$ cat src/rtl/core/cjrd_pkg.sv
// Shared types and constants of the command journal record decoder.
package cjrd_pkg;

	// Parser phase within one journal buffer.
	typedef enum logic [2:0] {
		PH_COUNT,
		PH_LEN_LO,
		PH_LEN_HI,
		PH_STATUS,
		PH_ID,
		PH_TAIL
	} phase_t;

	// Record kinds.
	localparam logic KIND_ID      = 1'b0;
	localparam logic KIND_VERDICT = 1'b1;

	// Largest legal status byte.
	localparam logic [7:0] STATUS_MAX = 8'd3;

	// Configuration port.
	localparam int unsigned CFG_IDX_W  = 1;
	localparam int unsigned CFG_DATA_W = 16;
	localparam logic [CFG_IDX_W-1:0] CFG_MAX_ENTRIES  = 1'd0;
	localparam logic [CFG_IDX_W-1:0] CFG_MAX_ID_BYTES = 1'd1;
	localparam logic [7:0]  MAX_ENTRIES_RST  = 8'd16;
	localparam logic [15:0] MAX_ID_BYTES_RST = 16'd64;

	// Result queue geometry.
	localparam int unsigned QUEUE_DEPTH = 4;
	localparam int unsigned QUEUE_AW    = 2;
	localparam int unsigned QUEUE_CW    = 3;

	// One result record.
	typedef struct packed {
		logic        kind;
		logic [7:0]  entry_index;
		logic [15:0] byte_index;
		logic [7:0]  id_byte;
		logic [15:0] id_length;
		logic [1:0]  status_code;
		logic        entry_done;
		logic        ok;
		logic        last_of_run;
	} result_t;

	// What one parser step produces: up to an identifier record and a verdict.
	typedef struct packed {
		logic    id_valid;
		logic    verdict_valid;
		result_t id_rec;
		result_t verdict_rec;
	} step_t;

endpackage

$ cat src/rtl/core/cjrd_in_if.sv
// Byte stream channel into the journal decoder.
interface cjrd_in_if;
	logic       valid;
	logic       ready;
	logic [7:0] data_byte;
	logic       end_of_buffer;

	modport source (output valid, output data_byte, output end_of_buffer, input ready);
	modport sink (input valid, input data_byte, input end_of_buffer, output ready);
endinterface

$ cat src/rtl/core/cjrd_out_if.sv
// Record channel out of the journal decoder.
interface cjrd_out_if;
	logic        valid;
	logic        ready;
	logic        kind;
	logic [7:0]  entry_index;
	logic [15:0] byte_index;
	logic [7:0]  id_byte;
	logic [15:0] id_length;
	logic [1:0]  status_code;
	logic        entry_done;
	logic        ok;
	logic        last_of_run;

	modport source (output valid, output kind, output entry_index, output byte_index,
		output id_byte, output id_length, output status_code, output entry_done,
		output ok, output last_of_run, input ready);
	modport sink (input valid, input kind, input entry_index, input byte_index,
		input id_byte, input id_length, input status_code, input entry_done,
		input ok, input last_of_run, output ready);
endinterface

$ cat src/rtl/core/command_journal_record_decoder.sv
// Top level of the command journal record decoder.
//
// The journal channel carries one buffer byte per transfer, with end_of_buffer
// set on the last byte of a buffer. The first byte of a buffer is the entry
// count; each entry then has a little-endian 16-bit identifier length, a status
// byte and the identifier bytes. Every identifier byte leaves on the record
// channel as an identifier record, and the last byte of a buffer also yields a
// verdict record (ok set when the buffer is well formed). Header bytes and
// bytes after an error yield no record. The write port sets max_entries and
// max_id_bytes; the user writes it only while the decoder is idle, not enforced.
//
// An accepted byte waits in the input register until the queue has room for
// two records; it is then parsed and its records are written into a four-entry
// result queue. One byte is taken per cycle while the queue has room.
// With a receiver that is always ready the input never stalls:
// a buffer adds at most one record beyond one per byte, and its header bytes,
// which yield none, drain that surplus before the next buffer ends. When the
// receiver stalls the queue fills and the journal channel drops ready. Reset
// clears the parser, empties the queue and loads max_entries 16 and max_id_bytes 64.
module command_journal_record_decoder (
	input  logic                                clk,
	input  logic                                arst_n,
	cjrd_in_if.sink                             journal,
	cjrd_out_if.source                          record,
	input  logic                                wr_en,
	input  logic [cjrd_pkg::CFG_IDX_W-1:0]      wr_index,
	input  logic [cjrd_pkg::CFG_DATA_W-1:0]     wr_data
);

	logic [7:0]  max_entries_q;
	logic [15:0] max_id_bytes_q;

	// Input register.
	logic        valid_s1;
	logic [7:0]  data_s1;
	logic        eob_s1;

	// Result queue.
	cjrd_pkg::result_t                  queue_q [cjrd_pkg::QUEUE_DEPTH];
	logic [cjrd_pkg::QUEUE_AW-1:0]      wr_ptr_q, rd_ptr_q, wr_next;
	logic [cjrd_pkg::QUEUE_CW-1:0]      count_q;
	logic [1:0]                         push_n;
	logic                               pop;

	cjrd_pkg::step_t   step_res;
	cjrd_pkg::result_t head;
	logic              fire;

	// Configuration registers.
	always_ff @(posedge clk or negedge arst_n) begin
		if (!arst_n) begin
			max_entries_q  <= cjrd_pkg::MAX_ENTRIES_RST;
			max_id_bytes_q <= cjrd_pkg::MAX_ID_BYTES_RST;
		end else if (wr_en) begin
			case (wr_index)
				cjrd_pkg::CFG_MAX_ENTRIES:  max_entries_q  <= wr_data[7:0];
				cjrd_pkg::CFG_MAX_ID_BYTES: max_id_bytes_q <= wr_data;
				default: ;
			endcase
		end
	end

	// The held byte is parsed only when the queue has room for two records,
	// judged from the registered count so that ready does not depend on the
	// receiver in the same cycle.
	assign fire          = valid_s1 && (count_q <= cjrd_pkg::QUEUE_CW'(cjrd_pkg::QUEUE_DEPTH - 2));
	assign journal.ready = !valid_s1 || fire;

	always_ff @(posedge clk or negedge arst_n) begin
		if (!arst_n) begin
			valid_s1 <= 1'b0;
		end else if (journal.ready) begin
			valid_s1 <= journal.valid;
		end
	end

	always_ff @(posedge clk) begin
		if (journal.valid && journal.ready) begin
			data_s1 <= journal.data_byte;
			eob_s1  <= journal.end_of_buffer;
		end
	end

	cjrd_parser u_parser (
		.clk           (clk),
		.arst_n        (arst_n),
		.step          (fire),
		.data_byte     (data_s1),
		.end_of_buffer (eob_s1),
		.max_entries   (max_entries_q),
		.max_id_bytes  (max_id_bytes_q),
		.result        (step_res)
	);

	// An identifier record goes ahead of the verdict of the same byte.
	assign push_n  = fire ? ({1'b0, step_res.id_valid} + {1'b0, step_res.verdict_valid}) : 2'd0;
	assign wr_next = wr_ptr_q + cjrd_pkg::QUEUE_AW'(1);
	assign pop     = record.valid && record.ready;

	always_ff @(posedge clk) begin
		if (fire) begin
			if (step_res.id_valid) begin
				queue_q[wr_ptr_q] <= step_res.id_rec;
			end
			if (step_res.verdict_valid) begin
				if (step_res.id_valid) begin
					queue_q[wr_next] <= step_res.verdict_rec;
				end else begin
					queue_q[wr_ptr_q] <= step_res.verdict_rec;
				end
			end
		end
	end

	always_ff @(posedge clk or negedge arst_n) begin
		if (!arst_n) begin
			wr_ptr_q <= '0;
			rd_ptr_q <= '0;
			count_q  <= '0;
		end else begin
			wr_ptr_q <= wr_ptr_q + cjrd_pkg::QUEUE_AW'(push_n);
			if (pop) begin
				rd_ptr_q <= rd_ptr_q + cjrd_pkg::QUEUE_AW'(1);
			end
			count_q <= count_q + cjrd_pkg::QUEUE_CW'(push_n) - cjrd_pkg::QUEUE_CW'(pop);
		end
	end

	assign head               = queue_q[rd_ptr_q];
	assign record.valid       = (count_q != '0);
	assign record.kind        = head.kind;
	assign record.entry_index = head.entry_index;
	assign record.byte_index  = head.byte_index;
	assign record.id_byte     = head.id_byte;
	assign record.id_length   = head.id_length;
	assign record.status_code = head.status_code;
	assign record.entry_done  = head.entry_done;
	assign record.ok          = head.ok;
	assign record.last_of_run = head.last_of_run;

	// The queue never holds more records than it has entries.
	a_queue_bound: assert property (@(posedge clk) disable iff (!arst_n)
		count_q <= cjrd_pkg::QUEUE_CW'(cjrd_pkg::QUEUE_DEPTH))
		else $error("result queue over capacity");

	// A parsed byte always finds room for all of its records.
	a_no_overflow: assert property (@(posedge clk) disable iff (!arst_n)
		fire |-> ({1'b0, count_q} + {2'b0, push_n}) <= (cjrd_pkg::QUEUE_CW + 1)'(cjrd_pkg::QUEUE_DEPTH))
		else $error("result queue overflow");

	// A verdict record always closes the run of its byte.
	a_verdict_last: assert property (@(posedge clk) disable iff (!arst_n)
		(record.valid && record.kind == cjrd_pkg::KIND_VERDICT) |-> record.last_of_run)
		else $error("verdict record not last of run");

	// Identifier records never carry a verdict.
	a_id_not_ok: assert property (@(posedge clk) disable iff (!arst_n)
		(record.valid && record.kind == cjrd_pkg::KIND_ID) |-> !record.ok)
		else $error("identifier record with ok set");

endmodule

$ cat src/rtl/core/cjrd_parser.sv
// Journal parser state and the per-byte step logic.
module cjrd_parser (
	input  logic                  clk,
	input  logic                  arst_n,
	input  logic                  step,
	input  logic [7:0]            data_byte,
	input  logic                  end_of_buffer,
	input  logic [7:0]            max_entries,
	input  logic [15:0]           max_id_bytes,
	output cjrd_pkg::step_t       result
);

	cjrd_pkg::phase_t phase_q, phase_d;
	logic [7:0]  entries_left_q, entries_left_d;
	logic [7:0]  current_entry_q, current_entry_d;
	logic [7:0]  length_low_q, length_low_d;
	logic [15:0] current_length_q, current_length_d;
	logic [15:0] bytes_taken_q, bytes_taken_d;
	logic [1:0]  current_status_q, current_status_d;
	logic        error_q, error_d;
	logic [16:0] taken_inc;
	logic        done;

	always_ff @(posedge clk or negedge arst_n) begin
		if (!arst_n) begin
			phase_q          <= cjrd_pkg::PH_COUNT;
			entries_left_q   <= '0;
			current_entry_q  <= '0;
			length_low_q     <= '0;
			current_length_q <= '0;
			bytes_taken_q    <= '0;
			current_status_q <= '0;
			error_q          <= 1'b0;
		end else if (step) begin
			phase_q          <= phase_d;
			entries_left_q   <= entries_left_d;
			current_entry_q  <= current_entry_d;
			length_low_q     <= length_low_d;
			current_length_q <= current_length_d;
			bytes_taken_q    <= bytes_taken_d;
			current_status_q <= current_status_d;
			error_q          <= error_d;
		end
	end

	assign taken_inc = {1'b0, bytes_taken_q} + 17'd1;
	assign done      = (taken_inc == {1'b0, current_length_q});

	always_comb begin
		phase_d          = phase_q;
		entries_left_d   = entries_left_q;
		current_entry_d  = current_entry_q;
		length_low_d     = length_low_q;
		current_length_d = current_length_q;
		bytes_taken_d    = bytes_taken_q;
		current_status_d = current_status_q;
		error_d          = error_q;
		result           = '0;

		if (!error_q) begin
			case (phase_q)
				cjrd_pkg::PH_COUNT: begin
					if (data_byte > max_entries) begin
						error_d = 1'b1;
					end else begin
						entries_left_d  = data_byte;
						current_entry_d = '0;
						phase_d = (data_byte == 8'd0) ? cjrd_pkg::PH_TAIL : cjrd_pkg::PH_LEN_LO;
					end
				end
				cjrd_pkg::PH_LEN_LO: begin
					length_low_d = data_byte;
					phase_d      = cjrd_pkg::PH_LEN_HI;
				end
				cjrd_pkg::PH_LEN_HI: begin
					current_length_d = {data_byte, length_low_q};
					phase_d          = cjrd_pkg::PH_STATUS;
				end
				cjrd_pkg::PH_STATUS: begin
					if (current_length_q == 16'd0 || current_length_q > max_id_bytes
							|| data_byte > cjrd_pkg::STATUS_MAX) begin
						error_d = 1'b1;
					end else begin
						current_status_d = data_byte[1:0];
						bytes_taken_d    = '0;
						phase_d          = cjrd_pkg::PH_ID;
					end
				end
				cjrd_pkg::PH_ID: begin
					result.id_valid                = 1'b1;
					result.id_rec.kind             = cjrd_pkg::KIND_ID;
					result.id_rec.entry_index      = current_entry_q;
					result.id_rec.byte_index       = bytes_taken_q;
					result.id_rec.id_byte          = data_byte;
					result.id_rec.id_length        = current_length_q;
					result.id_rec.status_code      = current_status_q;
					result.id_rec.entry_done       = done;
					result.id_rec.last_of_run      = !end_of_buffer;
					bytes_taken_d = taken_inc[15:0];
					if (done) begin
						current_entry_d = current_entry_q + 8'd1;
						entries_left_d  = entries_left_q - 8'd1;
						phase_d = (entries_left_q == 8'd1) ? cjrd_pkg::PH_TAIL
							: cjrd_pkg::PH_LEN_LO;
					end
				end
				default: begin
					// Any byte after the last entry is trailing garbage.
					error_d = 1'b1;
				end
			endcase
		end

		if (end_of_buffer) begin
			result.verdict_valid           = 1'b1;
			result.verdict_rec.kind        = cjrd_pkg::KIND_VERDICT;
			result.verdict_rec.ok          = !error_d && (phase_d == cjrd_pkg::PH_TAIL);
			result.verdict_rec.last_of_run = 1'b1;
			phase_d          = cjrd_pkg::PH_COUNT;
			entries_left_d   = '0;
			current_entry_d  = '0;
			length_low_d     = '0;
			current_length_d = '0;
			bytes_taken_d    = '0;
			current_status_d = '0;
			error_d          = 1'b0;
		end
	end

endmodule
$ cat src/flat_wrapper.sv
// flat-port wrapper written by rule: the top's interface ports become plain ports
module command_journal_record_decoder_flat 
  (clk, arst_n, wr_en, wr_index, wr_data, journal_valid, journal_data_byte, journal_end_of_buffer, journal_ready, record_valid, record_kind, record_entry_index, record_byte_index, record_id_byte, record_id_length, record_status_code, record_entry_done, record_ok, record_last_of_run, record_ready);
  cjrd_in_if journal_i ();
  cjrd_out_if record_i ();
  input  logic clk;
  input  logic arst_n;
  input  logic wr_en;
  input  logic [cjrd_pkg::CFG_IDX_W-1:0] wr_index;
  input  logic [cjrd_pkg::CFG_DATA_W-1:0] wr_data;
  input wire logic [$bits(journal_i.valid)-1:0] journal_valid;
  input wire logic [$bits(journal_i.data_byte)-1:0] journal_data_byte;
  input wire logic [$bits(journal_i.end_of_buffer)-1:0] journal_end_of_buffer;
  output wire logic [$bits(journal_i.ready)-1:0] journal_ready;
  output wire logic [$bits(record_i.valid)-1:0] record_valid;
  output wire logic [$bits(record_i.kind)-1:0] record_kind;
  output wire logic [$bits(record_i.entry_index)-1:0] record_entry_index;
  output wire logic [$bits(record_i.byte_index)-1:0] record_byte_index;
  output wire logic [$bits(record_i.id_byte)-1:0] record_id_byte;
  output wire logic [$bits(record_i.id_length)-1:0] record_id_length;
  output wire logic [$bits(record_i.status_code)-1:0] record_status_code;
  output wire logic [$bits(record_i.entry_done)-1:0] record_entry_done;
  output wire logic [$bits(record_i.ok)-1:0] record_ok;
  output wire logic [$bits(record_i.last_of_run)-1:0] record_last_of_run;
  input wire logic [$bits(record_i.ready)-1:0] record_ready;
  assign journal_i.valid = journal_valid;
  assign journal_i.data_byte = journal_data_byte;
  assign journal_i.end_of_buffer = journal_end_of_buffer;
  assign journal_ready = journal_i.ready;
  assign record_valid = record_i.valid;
  assign record_kind = record_i.kind;
  assign record_entry_index = record_i.entry_index;
  assign record_byte_index = record_i.byte_index;
  assign record_id_byte = record_i.id_byte;
  assign record_id_length = record_i.id_length;
  assign record_status_code = record_i.status_code;
  assign record_entry_done = record_i.entry_done;
  assign record_ok = record_i.ok;
  assign record_last_of_run = record_i.last_of_run;
  assign record_i.ready = record_ready;
  command_journal_record_decoder u_core (.clk(clk), .arst_n(arst_n), .journal(journal_i), .record(record_i), .wr_en(wr_en), .wr_index(wr_index), .wr_data(wr_data));
endmodule
$ cat config.mk
export PLATFORM = sky130hd
export DESIGN_NAME = command_journal_record_decoder_flat
export DESIGN_NICKNAME = d
export VERILOG_FILES = /design/src/rtl/core/cjrd_pkg.sv /design/src/rtl/core/cjrd_in_if.sv /design/src/rtl/core/cjrd_out_if.sv /design/src/rtl/core/command_journal_record_decoder.sv /design/src/rtl/core/cjrd_parser.sv /design/src/flat_wrapper.sv
export SDC_FILE = /design/constraint.sdc
export NUM_CORES = 1
export LEC_CHECK = 0
export BUFFER_PORTS_ARGS = -buffer_cell sky130_fd_sc_hd__buf_2
export CAP_MARGIN = 20
export CORE_UTILIZATION = 45
export DETAILED_ROUTE_END_ITERATION = 8
export GPL_TIMING_DRIVEN = 0
export PLACE_DENSITY = 0.68
export SYNTH_ARGS = -nofsm -noshare
export SYNTH_HDL_FRONTEND = slang
export SYNTH_SLANG_ARGS = --single-unit
export TNS_END_PERCENT = 20
$ cat constraint.sdc
create_clock -name clk -period 3.7 [get_ports clk]
set_input_delay 0.185 -clock clk [delete_from_list [all_inputs] [get_ports clk]]
set_output_delay 0.185 -clock clk [all_outputs]
set_load 0.03 [all_outputs]
==> results.sh <==
export IMPL_io_pins=87
export IMPL_cts_buffers_inserted=35
export IMPL_antenna_found_initial=0
export IMPL_relSlewSlack=0.2714
export IMPL_synthFlopType="dfxtp_1"
export IMPL_synth_top_area_frac=0.2839
export IMPL_fin_crit_ns=3.545
export IMPL_grt_max_degree=64
export IMPL_ys_seq_area_frac=0.4915
export IMPL_ys_ff_latch=319
export IMPL_syn_area_sq_um=14380
export IMPL_status="completed"
export IMPL_syn_nets=1342
export IMPL_grtUsageTotal=0.2641
export IMPL_ys_types=76
export IMPL_required_ns=4.10
export IMPL_grt_pass1_vias=11635
export IMPL_path_clk_slew_ns=0.06
export IMPL_synth_common_cells="dfxtp_1, a32o_1, clkbuf_1, dfrtp_1, nand2_1"
export IMPL_synth_warnings=0
export IMPL_cts_root_buf="clkbuf_16"
export IMPL_critical_path_max_fanout=10
export IMPL_drt_initial_drc_count=1080
export IMPL_fin_nets=1495
export IMPL_dieArea_sq_um=32680
export IMPL_leakage_nw=6.539
export IMPL_reg2reg_slack_ns=0.16
export IMPL_yosysMostFrequentCell="dfxtp_1"
export IMPL_worstHoldPathCells=3
export IMPL_fmax_mhz=282.1
export IMPL_cts_max_path_buffers=3
export IMPL_max_cap_violations=0
export IMPL_path_class="reg2reg"
export IMPL_hp_class="in2reg"
export IMPL_utilization=0.5339
export IMPL_tightestPinTransition_ns=1.089
export IMPL_port_buffers=86
export IMPL_gp_congestion=0.9522
export IMPL_die_h_um=180.8
export IMPL_grt_pass1_wl_um=67180
export IMPL_async_reset_ff_frac=0.2947
export IMPL_overflow=0
export IMPL_placed_cells=1766
export IMPL_drcViolationCount=0
export IMPL_hold_viol=0
export IMPL_htree_levels=2
export IMPL_rows=65
export IMPL_die_w_um=180.8
export IMPL_drt_total_wl_um=42960
export IMPL_worst_r2r_path_depth=10
export IMPL_yosysTopAreaCell="dfxtp_1"
export IMPL_initial_core_util=0.4570
export IMPL_antenna_left=0
export IMPL_avgSynthCellArea_sq_um=11.27
export IMPL_cts_sinks=319
export IMPL_vias=11854
export IMPL_viasPerCell=6.380
export IMPL_hold_start="record_ready"
export IMPL_cp_arrival_ns=3.94
export IMPL_dp_final_hpwl_um=29080
export IMPL_instances_no_fill=1858
export IMPL_end_kind="flip-flop"
export IMPL_report_final_slew_viol_count=0
export IMPL_synth_area_leaders="dfxtp_1, dfrtp_1, a32o_1"
export IMPL_synth_edf_count=21
export IMPL_power_density_nw_per_um2=765.3
export IMPL_clkLatencyLatePin_ns=0.52
export IMPL_vdd_drop_max_v=0.0003401
export IMPL_r2r_end="u_core.queue_q[2][40]$_SDFFE_PP0P_"
export IMPL_skew_ns=0.01832
export IMPL_hold_end="u_core.rd_ptr_q[0]$_DFFE_PN0P_"
export IMPL_diodes=0
export IMPL_core_area_sq_um=31470
export IMPL_drive_gt1_frac=0.1703
export IMPL_drt_pass1_iter_count=6
export IMPL_syn_inst=1276
export IMPL_post_drt_wl_per_cell_um=23.12
export IMPL_setup_viol=0
export IMPL_fin_crit_sh=0.9580
export IMPL_grt_setup_unrepaired="false"
export IMPL_cp_start_kind="flip-flop"
export IMPL_syn_to_final_growth_pct=16.82
export IMPL_cts_tree="built"
export IMPL_r2r_start="u_core.u_parser.phase_q[0]$_DFFE_PN0P_"
## registers in the layout, indices dropped and copies added (netlist names), 3 cells and up
signal,count
u_core.data_s1,8
u_core.max_entries_q,8
u_core.u_parser.length_low_q,8
u_core.queue_q,216
u_core.u_parser.entries_left_q,8
u_core.u_parser.current_length_q,16
u_core.max_id_bytes_q,16
u_core.u_parser.phase_q,3
u_core.u_parser.current_entry_q,8
u_core.u_parser.bytes_taken_q,16
u_core.count_q,3
## critical path: stages (launching register included)
cell      delay [ns]
dfrtp_1         0.46
nor2_1          0.14
and2_1          0.22
nand2b_1        0.18
ha_1            0.31
o21ai_1         0.18
nor2_1          0.87
a31oi_2         0.22
buf_4           0.26
clkbuf_1        0.27
a32o_1          0.29
## cells by family after synthesis
logic type / share of synthesized area
AO/OA/AOI/OAI: 0.2175
flip-flops: 0.4915
AND/OR/NAND/NOR: 0.09204
buffers and inverters: 0.05054
multiplexers: 0.1022
adder cells (fa/ha/maj): 0.03097
XOR/XNOR: 0.01522
## worst max path at each step
| stage | end | start | cells past startpoint | slack, ns |
|---|---|---|---|---|
| 2_1_floorplan | u_core.u_parser.current_entry_q[2]$_DFFE_PN0P_ | u_core.u_parser.bytes_taken_q[1]$_DFFE_PN0P_ | 9 | 0.94 |
| 3_3_place_gp | u_core.queue_q[0][53]$_DFFE_PP_ | u_core.u_parser.phase_q[0]$_DFFE_PN0P_ | 9 | -0.40 |
| 3_5_place_dp | u_core.queue_q[0][53]$_DFFE_PP_ | u_core.u_parser.phase_q[0]$_DFFE_PN0P_ | 9 | -0.05 |
| 4_1_cts | record_id_length[10] | u_core.rd_ptr_q[1]$_DFFE_PN0P_ | 4 | 0.01 |
| 5_1_grt | u_core.u_parser.bytes_taken_q[6]$_DFFE_PN0P_ | u_core.u_parser.current_length_q[0]$_DFFE_PN0P_ | 12 | 0.008 |
| 6_report | u_core.queue_q[2][40]$_SDFFE_PP0P_ | u_core.u_parser.phase_q[0]$_DFFE_PN0P_ | 10 | 0.16 |
## metrics by stage
step | area [sq um] | TNS (ns) | power (mW) | worst slack [ns] | hold WS, ns
6_report | 16800 | 0 | 12.86 | 0.1553 | 0.04160
5_1_grt | 16800 | 0 | 13.47 | 0.007702 | 0.06823
4_1_cts | 16780 | 0 | 12.81 | 0.009901 | 0.03562
3_5_place_dp | 15360 | -0.1782 | 9.373 | -0.04779 | 0.1553
3_3_place_gp | 15320 | -14.13 | 9.268 | -0.4044 | 0.3614
2_1_floorplan | 14380 | 0 | 7.738 | 0.9379 | -0.1106
## placed cells by master (no fill, tap or decap), types with 7 or more instances in the layout
master	instances
dfxtp_1	204
a32o_1	200
clkbuf_1	122
nand2_1	92
dfrtp_1	92
buf_2	89
mux4_2	54
o21ai_0	54
inv_1	52
a21oi_1	38
clkbuf_16	36
ha_1	34
nor2_1	33
nand3_1	33
dlygate4sd3_1	27
edfxtp_1	21
mux2_2	19
xnor2_1	16
a31oi_1	15
buf_1	14
nand4_1	12
nor3_1	12
clkbuf_8	10
nand2b_1	9
xor2_1	9
nor4_1	9
and2_1	8
and3_1	7
a21o_1	7
## power by group
| part | switching, mW | internal, mW |
|---|---|---|
| combinational | 3.26 | 1.61 |
| clock | 1.41 | 2.01 |
| sequential | 0.446 | 4.13 |
## final cells by class
| class | count | area, sq um |
|---|---|---|
| well taps | 402 | 503.0 |
| flip-flops and latches | 319 | 7069 |
| clock inverters | 7 | 50.05 |
| clock buffers | 57 | 1080 |
| inverters | 52 | 195.2 |
| repair buffers | 117 | 764.5 |
| fillers | 2741 | 14670 |
| plain buffers | 135 | 529.3 |
| multi-input cells | 769 | 6611 |
## what timing repair did
action	in CTS	in global routing
hold buffers	27	0
setup endpoints to repair	12	14
hold endpoints to repair	65	0
resized for setup	3	3
buffers inserted	0	0
## per-layer routing
metal | global-route usage | vias up | wire length (um)
met1 | 0.3484 | 5980 | 17880
met5 | 0 | - | 0
met4 | 0.09778 | 0 | 1397
met3 | 0.05926 | 99 | 3501
met2 | 0.4242 | 496 | 20190
li1 | - | 5279 | -
(Power assumes the default switching activity.)
